--- src/rtl/mst_pkg.sv ---
`timescale 1ns / 1ps
// ----------------------------------------------------------------------------
// mst_pkg
// Shared types and codes for the multi-slot interval timer: action codes,
// slot modes, status codes, controller states and the cell interface structs.
// ----------------------------------------------------------------------------
package mst_pkg;

  // Default number of timer slots
  localparam int SLOTS_DEF = 16;

  // Field widths fixed by the interface
  localparam int ACT_W    = 3;
  localparam int SLOT_W   = 8;
  localparam int PERIOD_W = 16;
  localparam int TAG_W    = 16;
  localparam int STATUS_W = 3;

  // Action codes; 6 and 7 are unused and rejected as invalid
  typedef enum logic [ACT_W-1:0] {
    ACT_TICK    = 3'd0,
    ACT_CREATE  = 3'd1,
    ACT_CANCEL  = 3'd2,
    ACT_RELEASE = 3'd3,
    ACT_STOP    = 3'd4,
    ACT_RESUME  = 3'd5
  } action_t;

  // Slot modes
  typedef enum logic [1:0] {
    MODE_RUN    = 2'd0,
    MODE_OVER   = 2'd1,
    MODE_CANCEL = 2'd2,
    MODE_STOP   = 2'd3
  } mode_t;

  // Result status codes
  typedef enum logic [STATUS_W-1:0] {
    ST_OK          = 3'd0,
    ST_INVALID     = 3'd1,
    ST_NO_FREE     = 3'd2,
    ST_EMPTY       = 3'd3,
    ST_CANCEL_REF  = 3'd4,
    ST_STOP_REF    = 3'd5,
    ST_RESUME_REF  = 3'd6,
    ST_NOT_FINISH  = 3'd7
  } status_t;

  // Result kinds
  localparam logic KIND_RESP   = 1'b0;
  localparam logic KIND_EXPIRY = 1'b1;

  // Controller states
  typedef enum logic [1:0] {
    S_IDLE,
    S_TARGET,
    S_WALK,
    S_RESP
  } state_t;

  // Command broadcast to every cell
  typedef struct packed {
    logic [ACT_W-1:0]    action;
    logic [PERIOD_W-1:0] period;
    logic                rep;
    logic [TAG_W-1:0]    tag;
    logic                tgt_en;
  } cell_ctl_t;

  // Per-cell status back to the controller
  typedef struct packed {
    logic             used;
    mode_t            mode;
    logic             claim;
    logic             expire;
    logic [TAG_W-1:0] exp_tag;
  } cell_stat_t;

endpackage

--- src/rtl/multi_slot_interval_timer_top.sv ---
`timescale 1ns / 1ps
// ----------------------------------------------------------------------------
// multi_slot_interval_timer_top
// Table of SLOTS timer slots built as a chain of cells with a small command
// controller.
// ----------------------------------------------------------------------------
// A command is taken when start is high and busy is low. Cancel, release,
// stop, resume and any rejected command keep busy high for one cycle and give
// their single result in the cycle after that. A tick sends a token down the
// chain one slot per cycle and keeps busy high until it issues its closing
// beat; each expiring slot gives one expiry beat while the token passes it,
// and the closing beat marked last follows the walk. A create walks the same
// token until the first free slot, so how long busy stays high is set by the
// position of that slot. Results appear on out_valid for a single cycle and
// cannot be held off; the next command may be issued while the last beat
// of the previous one is on the outputs.
// ----------------------------------------------------------------------------
module multi_slot_interval_timer_top #(
  parameter int SLOTS = mst_pkg::SLOTS_DEF
) (
  input  logic                          clk,
  input  logic                          rst_n,
  // command
  input  logic                          start,
  output logic                          busy,
  input  logic [mst_pkg::ACT_W-1:0]     in_action,
  input  logic [mst_pkg::SLOT_W-1:0]    in_slot,
  input  logic [mst_pkg::PERIOD_W-1:0]  in_period,
  input  logic                          in_repeat_req,
  input  logic [mst_pkg::TAG_W-1:0]     in_tag,
  // results
  output logic                          out_valid,
  output logic                          out_kind,
  output logic [mst_pkg::STATUS_W-1:0]  out_status,
  output logic [mst_pkg::SLOT_W-1:0]    out_slot_out,
  output logic [mst_pkg::TAG_W-1:0]     out_tag_out,
  output logic                          out_last
);

  localparam int IDX_W = (SLOTS > 1) ? $clog2(SLOTS) : 1;
  localparam logic [mst_pkg::SLOT_W-1:0] SLOT_LIM = mst_pkg::SLOT_W'(SLOTS);

  mst_pkg::state_t              state_r, state_nxt;
  logic [mst_pkg::ACT_W-1:0]    act_r;
  logic [mst_pkg::SLOT_W-1:0]   slot_r;
  logic [mst_pkg::PERIOD_W-1:0] period_r;
  logic                         rep_r;
  logic [mst_pkg::TAG_W-1:0]    tag_r;
  logic [IDX_W-1:0]             walk_idx_r, walk_idx_nxt;

  logic                         out_valid_r, out_valid_nxt;
  logic                         out_kind_r, out_kind_nxt;
  mst_pkg::status_t             out_status_r, out_status_nxt;
  logic [mst_pkg::SLOT_W-1:0]   out_slot_r, out_slot_nxt;
  logic [mst_pkg::TAG_W-1:0]    out_tag_r, out_tag_nxt;
  logic                         out_last_r, out_last_nxt;

  logic                         accept;
  logic                         launch;
  logic                         tgt_ok;
  mst_pkg::cell_ctl_t           ctl;
  logic [SLOTS:0]               tok_link;
  logic [SLOTS-1:0]             hit;
  mst_pkg::cell_stat_t          stat [SLOTS];

  logic                         sel_used;
  logic [1:0]                   sel_mode_bits;
  mst_pkg::mode_t               sel_mode;
  logic                         any_claim;
  logic                         any_expire;
  logic [mst_pkg::TAG_W-1:0]    exp_tag;
  mst_pkg::status_t             tgt_status;

  assign busy   = (state_r != mst_pkg::S_IDLE);
  assign accept = start && !busy;

  // Walk commands: tick, and create with a nonzero period
  assign launch = accept && ((in_action == mst_pkg::ACT_TICK) ||
                  ((in_action == mst_pkg::ACT_CREATE) && (in_period != '0)));

  // Direct command with a legal action and slot
  assign tgt_ok = (act_r == mst_pkg::ACT_CANCEL || act_r == mst_pkg::ACT_RELEASE ||
                   act_r == mst_pkg::ACT_STOP   || act_r == mst_pkg::ACT_RESUME) &&
                  (slot_r < SLOT_LIM);

  // Command broadcast
  assign ctl.action = act_r;
  assign ctl.period = period_r;
  assign ctl.rep    = rep_r;
  assign ctl.tag    = tag_r;
  assign ctl.tgt_en = (state_r == mst_pkg::S_TARGET) && tgt_ok;

  // Cell chain
  assign tok_link[0] = launch;

  for (genvar i = 0; i < SLOTS; i++) begin : g_cell
    assign hit[i] = (slot_r == mst_pkg::SLOT_W'(i));

    mst_cell u_cell (
      .clk     (clk),
      .rst_n   (rst_n),
      .ctl     (ctl),
      .tgt_hit (hit[i]),
      .tok_in  (tok_link[i]),
      .tok_out (tok_link[i+1]),
      .stat    (stat[i])
    );
  end

  // Gather: target slot select and token-cell events
  always_comb begin
    sel_used      = 1'b0;
    sel_mode_bits = '0;
    any_claim     = 1'b0;
    any_expire    = 1'b0;
    exp_tag       = '0;
    for (int i = 0; i < SLOTS; i++) begin
      sel_used      = sel_used | (hit[i] & stat[i].used);
      sel_mode_bits = sel_mode_bits | (hit[i] ? stat[i].mode : 2'b00);
      any_claim     = any_claim | stat[i].claim;
      any_expire    = any_expire | stat[i].expire;
      exp_tag       = exp_tag | stat[i].exp_tag;
    end
  end

  assign sel_mode = mst_pkg::mode_t'(sel_mode_bits);

  // Status of a direct or rejected command
  always_comb begin
    tgt_status = mst_pkg::ST_OK;
    if (act_r == mst_pkg::ACT_CREATE || !tgt_ok) begin
      tgt_status = mst_pkg::ST_INVALID;
    end else if (!sel_used) begin
      tgt_status = mst_pkg::ST_EMPTY;
    end else begin
      unique case (act_r)
        mst_pkg::ACT_CANCEL:
          if (sel_mode != mst_pkg::MODE_RUN) tgt_status = mst_pkg::ST_CANCEL_REF;
        mst_pkg::ACT_RELEASE:
          if (sel_mode != mst_pkg::MODE_OVER && sel_mode != mst_pkg::MODE_CANCEL)
            tgt_status = mst_pkg::ST_NOT_FINISH;
        mst_pkg::ACT_STOP:
          if (sel_mode != mst_pkg::MODE_RUN) tgt_status = mst_pkg::ST_STOP_REF;
        mst_pkg::ACT_RESUME:
          if (sel_mode != mst_pkg::MODE_STOP) tgt_status = mst_pkg::ST_RESUME_REF;
        default: tgt_status = mst_pkg::ST_INVALID;
      endcase
    end
  end

  // Controller: next state and result beats
  always_comb begin
    state_nxt      = state_r;
    walk_idx_nxt   = walk_idx_r;
    out_valid_nxt  = 1'b0;
    out_kind_nxt   = out_kind_r;
    out_status_nxt = out_status_r;
    out_slot_nxt   = out_slot_r;
    out_tag_nxt    = out_tag_r;
    out_last_nxt   = out_last_r;

    unique case (state_r)
      mst_pkg::S_IDLE: begin
        walk_idx_nxt = '0;
        if (accept) state_nxt = launch ? mst_pkg::S_WALK : mst_pkg::S_TARGET;
      end

      mst_pkg::S_TARGET: begin
        out_valid_nxt  = 1'b1;
        out_kind_nxt   = mst_pkg::KIND_RESP;
        out_status_nxt = tgt_status;
        out_slot_nxt   = slot_r;
        out_tag_nxt    = '0;
        out_last_nxt   = 1'b1;
        state_nxt      = mst_pkg::S_IDLE;
      end

      mst_pkg::S_WALK: begin
        walk_idx_nxt = walk_idx_r + IDX_W'(1);
        if (act_r == mst_pkg::ACT_CREATE) begin
          // create: stop at the claimed slot or report a full table
          if (any_claim) begin
            out_valid_nxt  = 1'b1;
            out_kind_nxt   = mst_pkg::KIND_RESP;
            out_status_nxt = mst_pkg::ST_OK;
            out_slot_nxt   = mst_pkg::SLOT_W'(walk_idx_r);
            out_tag_nxt    = '0;
            out_last_nxt   = 1'b1;
            state_nxt      = mst_pkg::S_IDLE;
          end else if (tok_link[SLOTS]) begin
            out_valid_nxt  = 1'b1;
            out_kind_nxt   = mst_pkg::KIND_RESP;
            out_status_nxt = mst_pkg::ST_NO_FREE;
            out_slot_nxt   = slot_r;
            out_tag_nxt    = '0;
            out_last_nxt   = 1'b1;
            state_nxt      = mst_pkg::S_IDLE;
          end
        end else begin
          // tick: one expiry beat per expiring slot
          if (any_expire) begin
            out_valid_nxt  = 1'b1;
            out_kind_nxt   = mst_pkg::KIND_EXPIRY;
            out_status_nxt = mst_pkg::ST_OK;
            out_slot_nxt   = mst_pkg::SLOT_W'(walk_idx_r);
            out_tag_nxt    = exp_tag;
            out_last_nxt   = 1'b0;
          end
          if (tok_link[SLOTS]) state_nxt = mst_pkg::S_RESP;
        end
      end

      mst_pkg::S_RESP: begin
        out_valid_nxt  = 1'b1;
        out_kind_nxt   = mst_pkg::KIND_RESP;
        out_status_nxt = mst_pkg::ST_OK;
        out_slot_nxt   = slot_r;
        out_tag_nxt    = '0;
        out_last_nxt   = 1'b1;
        state_nxt      = mst_pkg::S_IDLE;
      end

      default: state_nxt = mst_pkg::S_IDLE;
    endcase
  end

  // Control registers
  always_ff @(posedge clk) begin
    if (!rst_n) begin
      state_r     <= mst_pkg::S_IDLE;
      out_valid_r <= 1'b0;
    end else begin
      state_r     <= state_nxt;
      out_valid_r <= out_valid_nxt;
    end
  end

  // Command capture, walk index and result payload
  always_ff @(posedge clk) begin
    if (accept) begin
      act_r    <= in_action;
      slot_r   <= in_slot;
      period_r <= in_period;
      rep_r    <= in_repeat_req;
      tag_r    <= in_tag;
    end
    walk_idx_r   <= walk_idx_nxt;
    out_kind_r   <= out_kind_nxt;
    out_status_r <= out_status_nxt;
    out_slot_r   <= out_slot_nxt;
    out_tag_r    <= out_tag_nxt;
    out_last_r   <= out_last_nxt;
  end

  assign out_valid    = out_valid_r;
  assign out_kind     = out_kind_r;
  assign out_status   = out_status_r;
  assign out_slot_out = out_slot_r;
  assign out_tag_out  = out_tag_r;
  assign out_last     = out_last_r;

endmodule

--- src/rtl/mst_cell.sv ---
`timescale 1ns / 1ps
// ----------------------------------------------------------------------------
// mst_cell
// One timer slot. Holds the slot's mode, countdown, period, repeat flag and
// tag. A walk token enters from the left neighbor and leaves to the right;
// while it holds the token the cell services a tick or a create. Direct
// commands (cancel, release, stop, resume) act on the selected cell at once.
// ----------------------------------------------------------------------------
module mst_cell (
  input  logic                    clk,
  input  logic                    rst_n,
  input  mst_pkg::cell_ctl_t      ctl,
  input  logic                    tgt_hit,
  input  logic                    tok_in,
  output logic                    tok_out,
  output mst_pkg::cell_stat_t     stat
);

  logic                         used_r, used_nxt;
  logic                         tok_r;
  mst_pkg::mode_t               mode_r, mode_nxt;
  logic [mst_pkg::PERIOD_W-1:0] cd_r, cd_nxt;
  logic [mst_pkg::PERIOD_W-1:0] reload_r, reload_nxt;
  logic                         rep_r, rep_nxt;
  logic [mst_pkg::TAG_W-1:0]    tag_r, tag_nxt;
  logic                         claim;
  logic                         expire;

  // Token moves one cell per cycle; a create stops it at the first free cell
  assign claim   = tok_r && (ctl.action == mst_pkg::ACT_CREATE) && !used_r;
  assign tok_out = tok_r && !claim;

  // Slot update
  always_comb begin
    used_nxt   = used_r;
    mode_nxt   = mode_r;
    cd_nxt     = cd_r;
    reload_nxt = reload_r;
    rep_nxt    = rep_r;
    tag_nxt    = tag_r;
    expire     = 1'b0;

    // tick: count a running slot down, expire at one or below
    if (tok_r && (ctl.action == mst_pkg::ACT_TICK) && used_r &&
        (mode_r == mst_pkg::MODE_RUN)) begin
      if (cd_r <= mst_pkg::PERIOD_W'(1)) begin
        expire = 1'b1;
        if (rep_r) begin
          cd_nxt = reload_r;
        end else begin
          cd_nxt   = '0;
          mode_nxt = mst_pkg::MODE_OVER;
        end
      end else begin
        cd_nxt = cd_r - mst_pkg::PERIOD_W'(1);
      end
    end

    // create: claim this free slot
    if (claim) begin
      used_nxt   = 1'b1;
      mode_nxt   = mst_pkg::MODE_RUN;
      cd_nxt     = ctl.period;
      reload_nxt = ctl.period;
      rep_nxt    = ctl.rep;
      tag_nxt    = ctl.tag;
    end

    // direct commands on an occupied slot
    if (ctl.tgt_en && tgt_hit && used_r) begin
      unique case (ctl.action)
        mst_pkg::ACT_CANCEL: begin
          if (mode_r == mst_pkg::MODE_RUN) mode_nxt = mst_pkg::MODE_CANCEL;
        end
        mst_pkg::ACT_RELEASE: begin
          if (mode_r == mst_pkg::MODE_OVER || mode_r == mst_pkg::MODE_CANCEL)
            used_nxt = 1'b0;
        end
        mst_pkg::ACT_STOP: begin
          if (mode_r == mst_pkg::MODE_RUN) mode_nxt = mst_pkg::MODE_STOP;
        end
        mst_pkg::ACT_RESUME: begin
          if (mode_r == mst_pkg::MODE_STOP) mode_nxt = mst_pkg::MODE_RUN;
        end
        default: ;
      endcase
    end
  end

  // Control state
  always_ff @(posedge clk) begin
    if (!rst_n) begin
      used_r <= 1'b0;
      tok_r  <= 1'b0;
    end else begin
      used_r <= used_nxt;
      tok_r  <= tok_in;
    end
  end

  // Slot payload, valid only while used
  always_ff @(posedge clk) begin
    mode_r   <= mode_nxt;
    cd_r     <= cd_nxt;
    reload_r <= reload_nxt;
    rep_r    <= rep_nxt;
    tag_r    <= tag_nxt;
  end

  // Status; token-gated fields so the controller can OR across cells
  assign stat.used    = used_r;
  assign stat.mode    = mode_r;
  assign stat.claim   = claim;
  assign stat.expire  = expire;
  assign stat.exp_tag = tok_r ? tag_r : '0;

endmodule

--- config.mk ---
export PLATFORM = sky130hd
export DESIGN_NAME = multi_slot_interval_timer_top
export DESIGN_NICKNAME = d
export VERILOG_FILES = /design/src/rtl/mst_pkg.sv /design/src/rtl/multi_slot_interval_timer_top.sv /design/src/rtl/mst_cell.sv
export SDC_FILE = /design/constraint.sdc
export NUM_CORES = 2
export LEC_CHECK = 0
export ABC_AREA = 1
export BUFFER_PORTS_ARGS = -buffer_cell sky130_fd_sc_hd__buf_2
export CAP_MARGIN = 20
export CORE_UTILIZATION = 30
export CTS_CLUSTER_DIAMETER = 50
export DETAILED_ROUTE_END_ITERATION = 10
export PLACE_DENSITY = 0.56
export SYNTH_ARGS = -nofsm -noshare
export SYNTH_HDL_FRONTEND = slang
export SYNTH_SLANG_ARGS = --single-unit
--- constraint.sdc ---
create_clock -name clk -period 3.4 [get_ports clk]
set_input_delay 0.17 -clock clk [delete_from_list [all_inputs] [get_ports clk]]
set_output_delay 0.17 -clock clk [all_outputs]
set_load 0.02 [all_outputs]
After elaboration in Yosys (flattened, before gate mapping)
Cells that the tools add are included.
{"block": "word_totals", "word_cells": 946, "input_bits": 47, "out_inout_bits": 31, "register_bits": 928}
{"block": "op_classes", "addsub": 17, "eq_ne": 80, "n_reduce_logical": 235, "magnitude_cmp": 17, "mux": 381, "n_bitwise": 91}
{"op": "$mux 16", "n": 84}
{"op": "$mux 2", "n": 150}
{"op": "$le 16x1->1 const B", "n": 16}
{"op": "$sub 16x1->16 const B", "n": 16}
{"op": "$or 16x16->16", "n": 15}
{"op": "$logic_and 1x1->1", "n": 134}
{"op": "$mux 1", "n": 108}
{"op": "$pmux 2 s3", "n": 17}
{"op": "$eq 2x2->1 const B", "n": 34}
{"op": "$eq 8x4->1 const B", "n": 8}
{"op": "$or 1x1->1", "n": 45}
{"op": "$reduce_bool 2->1", "n": 20}
{"op": "$eq 2x1->1 const B", "n": 17}
{"op": "$logic_not 1->1", "n": 34}
{"op": "$logic_not 2->1", "n": 17}
{"op": "$eq 8x3->1 const B", "n": 4}
{"op": "$mux 8", "n": 4}
{"op": "$pmux 16 s2", "n": 1}
{"op": "$mux 3", "n": 10}
{"op": "$or 2x2->2", "n": 15}
{"op": "$logic_or 1x1->1", "n": 21}
{"op": "$and 1x1->1", "n": 16}
{"op": "$eq 8x2->1 const B", "n": 2}
{"op": "$pmux 8 s2", "n": 1}
{"op": "other kinds (21)", "n": 32}

Logic depth before layout (Yosys ltp)
{"block": "depth", "word_depth": 24, "ltp_mapped": 18, "depth_no_buf": 18}

By module
A second synthesis with hierarchy kept.
{"block": "unflattened", "cells_unflattened": 5958, "hier_area_um2": 51335.5}
{"mod": "mst_cell at g_cell[1].u_cell ...", "seq_area_each_um2": 1551.5, "cells_each": 347, "instances": 8, "area_per_inst_um2": 2941.6}
{"mod": "mst_cell at g_cell[0].u_cell ...", "seq_area_each_um2": 1551.5, "cells_each": 345, "instances": 7, "area_per_inst_um2": 2957.8}
{"mod": "multi_slot_interval_timer_top", "seq_area_each_um2": 2372.3, "cells_each": 429, "instances": 1, "area_per_inst_um2": 4162.7}
{"mod": "mst_cell at g_cell[9].u_cell", "seq_area_each_um2": 1551.5, "cells_each": 338, "instances": 1, "area_per_inst_um2": 2935.3}

Least setup slack after synthesis
No wires, ideal clock.
{"block": "synth_timing", "path_type": "flip-flop to flip-flop", "startpoint": "register state_r[0]", "endpoint": "register act_r[0] (netlist bit) (enable)", "n_path_buf": 0, "t_required_ns": 2.954, "arrival_time_ns": 2.508, "synth_period_minus_slack_ns": 2.954, "setup_slack_ns": 0.446, "setup_ns": 0.446, "stages_incl_launch_ff": 4, "path_cell_list": "dfxtp_1 > nor2_1 > inv_1 > nor2_1"}
{"block": "synth_via", "elab_chain_cells": 3}
{"element": "from (decl)", "line_no": "multi_slot_interval_timer_top.sv:43", "source": "mst_pkg::state_t state_r, state_nxt;"}
{"element": "from (signal assigned)", "line_no": "multi_slot_interval_timer_top.sv:230", "source": "state_r <= mst_pkg::S_IDLE;"}
{"element": "from (signal assigned)", "line_no": "multi_slot_interval_timer_top.sv:233", "source": "state_r <= state_nxt;"}
{"element": "$reduce_bool 2->1", "line_no": "multi_slot_interval_timer_top.sv:74", "source": "assign busy = (state_r != mst_pkg::S_IDLE);"}
{"element": "net busy", "line_no": "multi_slot_interval_timer_top.sv:25", "source": "output logic busy,"}
{"element": "$logic_not 1->1", "line_no": "multi_slot_interval_timer_top.sv:75", "source": "assign accept = start && !busy;"}
{"element": "$logic_and 1x1->1", "line_no": "multi_slot_interval_timer_top.sv:75"}
{"element": "net accept", "line_no": "multi_slot_interval_timer_top.sv:58", "source": "logic accept;"}
{"element": "to (signal assigned)", "line_no": "multi_slot_interval_timer_top.sv:241", "source": "act_r <= in_action;"}
{"element": "to (decl)", "line_no": "multi_slot_interval_timer_top.sv:44", "source": "logic [mst_pkg::ACT_W-1:0] act_r;"}
The timed path passes the listed nets, and every way through them passes these cells.
A chain may end at the register's enable or synchronous reset.

Final worst setup path
{"block": "layout_timing", "startpoint": "register g_cell[6].u_cell.cd_r[0] (netlist bit)", "endpoint": "register g_cell[6].u_cell.cd_r[9] (netlist bit), data pin"}
{"block": "layout_via", "elab_chain_cells": 4, "elab_cells_between_ends": 5, "cone_classes": "add/sub (1); order compare (1); mux (3)"}
{"element": "from (decl)", "line_no": "mst_cell.sv:22", "source": "logic [mst_pkg::PERIOD_W-1:0] cd_r, cd_nxt;"}
{"element": "from (signal assigned)", "line_no": "mst_cell.sv:104", "source": "cd_r <= cd_nxt;"}
{"element": "$sub 16x1->16 or $le 16x1->1 (tied branches)", "line_no": "mst_cell.sv:55, mst_cell.sv:46"}
{"element": "$mux 16 (*)", "line_no": "mst_cell.sv:46", "source": "if (cd_r <= mst_pkg::PERIOD_W'(1)) begin"}
{"element": "$mux 16 (*)", "line_no": "mst_cell.sv:44", "source": "if (tok_r && (ctl.action == mst_pkg::ACT_TICK) && used_r &&"}
{"element": "$mux 16 (*)", "line_no": "mst_cell.sv:60", "source": "if (claim) begin"}
{"element": "net g_cell[6].u_cell.cd_nxt (one bit)", "line_no": "mst_cell.sv:22"}
The timed path passes the listed nets; every way through them passes the cells marked *. The select of a mux whose other input is x is not followed.

==> PnR_summary.wiki <==
{| class="wikitable"
! Metric !! Value
|-
| Category of the worst setup path capture point || flop
|-
| Relative area change from synthesis to final layout || 17.6%
|-
| Leakage dissipation || 0.0185 uW
|-
| GR Util met1 || 24.7%
|-
| Height of the die || 380 um
|-
| Register area share after synthesis || 63.3%
|-
| Highest Clock Rate || 342 MHz
|-
| Core Box Area || 142000 sq um
|-
| Post-cts resize count || 0
|-
| Drt drc || 0
|-
| Top flip-flop cell by instance count after synthesis || edfxtp_1
|-
| CP Data Required Time || 3900 ps
|-
| Detailed placement HPWL || 84800 um
|-
| Worst hold-check path type || input pin to flop
|-
| Worst reg2reg path startpoint || g_cell[6].u_cell.cd_r[0]
|-
| Library cell contributing the largest single delay on the critical path || nor2_1
|-
| Cell taking the most area after synthesis || edfxtp_1
|-
| CP max FO || 8
|-
| Mean area per synthesized cell || 10.6 sq um
|-
| Worst setup path class || flop to flop
|-
| Area share of the leading cell type in the synthesized netlist || 60.2%
|-
| Overflow after GRT || 0
|-
| Max-slew violation total from the final report || 0
|-
| Setup crit start || g_cell[6].u_cell.cd_r[0]
|-
| Inserted Clock Buffers || 110
|-
| First-pass GRT wire length || 198000 um
|-
| Root Buffer Master || clkbuf_16
|-
| Non-Filler Instances || 6256
|-
| Routed len/inst || 21.6 um
|-
| Biggest cell delay along the critical path || 560 ps
|-
| Max-cap check violation count || 0
|-
| Post-layout total power || 26300 uW
|-
| Count of antenna-violating nets left after detailed routing || 0
|-
| Fin nets || 4384
|-
| Worst vdd rail ir drop || 0.465 mV
|-
| Flop-to-flop setup slack || 470 ps
|-
| Clock tree buffer depth || 3
|-
| Worst Setup Start Kind || flop
|-
| Clock period minus final worst setup slack || 2930 ps
|-
| Worst clock skew || 29.6 ps
|-
| Largest net degree at the start of global routing || 66
|-
| Width of the die || 380 um
|-
| Power density relative to cell area || 520 nW/um^2
|-
| Number of endpoints with negative hold slack in the final report || 0
|-
| Warning count from the yosys run || 0
|-
| Initial antenna violation count || 5
|-
| Number of buffers and inverters on the critical path || 3
|-
| Transition time at the pin with the least slew margin || 1180 ps
|-
| Fill cells || 13900
|-
| Standard-cell row count || 138
|-
| Area contributors post-synth || edfxtp_1 (60%), nand2_1 (6.3%), nor2_1 (4.0%)
|-
| Routability congestion estimate from global placement || 0.930
|-
| Relative max-transition margin || 20.9%
|-
| Most congested layer reported by global routing || met2
|-
| Source of the worst hold timing path || in_tag[3]
|-
| Status || finished, final reports clean
|-
| Synthesized instance count || 4045
|-
| CTS tree || done
|-
| Post-synth EDFFs || 861
|-
| Proportion of layout cells with a drive suffix above 1 || 10.5%
|-
| Iter 0 DRT Violations || 3105
|-
| Effective utilization at floorplan || 30.3%
|-
| Mapped cell area || 43000 sq um
|-
| Category of cells accounting for the largest share of critical-path delay || simple AND/OR/NAND/NOR gates
|-
| Fraction of synthesis flops using an asynchronous set or reset pin || 0%
|-
| Via count of the first global-routing pass || 30200
|-
| Final-report setup violation count || 0
|-
| Die ar. || 145000 sq um
|-
| GRT met2 Usage || 29.5%
|-
| Ordered cell list for the critical path || inv_1, ha_1, nor2_1, inv_1, nand2_1, nor2_1, nand2_1, nor2_1, buf_4, a21oi_1, a22oi_1
|-
| Count of H-tree levels built during CTS || 3
|-
| Clk sink count || 928
|-
| Number of buffers inserted by post-CTS setup repair || 0
|-
| Post-place setup slack || 446 ps
|-
| Ratio of routed vias to standard cells || 5.14
|-
| Final worst path period share || 86.1%
|-
| Top-level port count || 78
|-
| Area used by multi-input combinational logic || 13700 sq um
|-
| Latest clock arrival within the worst-skew pair || 710 ps
|-
| Final critical-path setup slack || 472 ps
|-
| Register bit count reported by yosys || 928
|-
| Signal arrival time at the worst endpoint || 3430 ps
|-
| Routed Wire Length || 135000 um
|-
| Clock input transition at the sequential cells of the worst setup and hold paths || 60 ps
|-
| Number of buffers added on ports || 77
|-
| Global Route Usage Sum || 18.1%
|-
| Unrepaired setup endpoints after global routing || false
|-
| Unique masters post-synth || 51
|-
| Total instance count after detailed placement || 6002
|-
| Register Area || 27200 sq um
|-
| Global-route met3 utilization || 2.54%
|-
| Routed vias || 32100
|-
| Post-synthesis net count || 4159
|-
| Total iterations of the first detailed-routing run || 6
|-
| Most frequent cell on the critical path || nor2_1
|-
| Final total negative setup slack || 0 ps
|}
kinds of logic after synthesis:
logic type	synth area share, %
buffers and inverters	4.94
DFF	63.3
AOI/OAI and AO/OA	12.9
xor gates and xnor gates	1.83
and+or+nand+nor	15.1
adders and majority gates	1.95
synth_stat cells (11+ instances only):
cell,n
o31ai_1,19
nand3_1,208
xnor2_1,25
nand4_1,50
edfxtp_1,861
o21ai_0,174
o21ai_1,13
nand2_1,719
a31oi_1,82
nor2_4,12
buf_1,22
buf_2,31
a41oi_1,16
o211ai_1,15
o2111ai_1,11
or2_2,19
dfxtp_1,67
inv_1,396
xor2_1,65
a22oi_1,156
nor2_1,455
a221oi_1,71
clkbuf_1,71
a22o_1,29
a21oi_1,264
nor3_1,32
ha_1,67
power by group:
part           internal (uW)  switching [uW]
combinational            262            1000
sequential             12700             192
clock                   7040            5070
placed cells by master (no fill, tap or decap), drive strengths merged, types with 36 or more instances in the layout:
cell type / instances
a21oi: 266
a221oi: 71
a22oi: 156
a31oi: 82
buf: 199
clkbuf: 121
clkinv: 46
dfxtp: 67
dlygate4sd3: 46
edfxtp: 861
ha: 67
inv: 422
nand2: 724
nand3: 210
nand4: 50
nor2: 476
nor3: 36
o21ai: 187
xor2: 65
per-layer routing:
| layer | wire length [um] | vias to the layer above |
|---|---|---|
| met5 | 13 | - |
| met4 | 4370 | 2 |
| met3 | 8340 | 227 |
| met2 | 62600 | 1111 |
| met1 | 59700 | 15900 |
| li1 | - | 14900 |
final cells by class:
cell class	count	share of cell area (%)
diodes	1	0.00495
flip-flops and latches	928	53.8
well taps	1890	4.68
inverters	412	3.06
repair buffers	245	3.93
multi-input cells	2573	27.1
clock buffers	121	5.61
clock inverters	86	1.83
state kept, by name, indices dropped and copies added, names as in the netlist:
name and flops:
g_cell.u_cell.cd_r 256, g_cell.u_cell.reload_r 256, g_cell.u_cell.tag_r 256, g_cell.u_cell.mode_r 32
g_cell.u_cell.rep_r 16, g_cell.u_cell.tok_r 16, g_cell.u_cell.used_r 16, out_tag_out 16
period_r 16, tag_r 16, out_slot_out 8, slot_r 8
walk_idx_r 4, act_r 3, out_status 3, state_r 2
out_kind 1, out_last 1, out_valid 1, rep_r 1
stage by stage:
stage | hold WS (ps) | cell area (sq um) | util (%)
2_1_floorplan | 269 | 43000 | -
3_3_place_gp | 347 | 46300 | 32.7
3_5_place_dp | 348 | 46300 | 32.7
4_1_cts | 131 | 50500 | 35.7
5_1_grt | 149 | 50500 | 35.7
6_report | 175 | 50500 | 35.7
path summary, 6_finish.rpt:
check,to,cells past startpoint
setup / recovery,g_cell[6].u_cell.cd_r[9],11
hold reg to reg,g_cell[9].u_cell.mode_r[1],2
setup reg to reg,g_cell[6].u_cell.cd_r[9],11
hold / removal,tag_r[3],2
timing repair:
item,4_1_cts,5_1_grt
endpoints found under the setup margin,0,0
hold endpoints to repair,58,0
hold buffers,46,0
(Power assumes the default switching activity.)
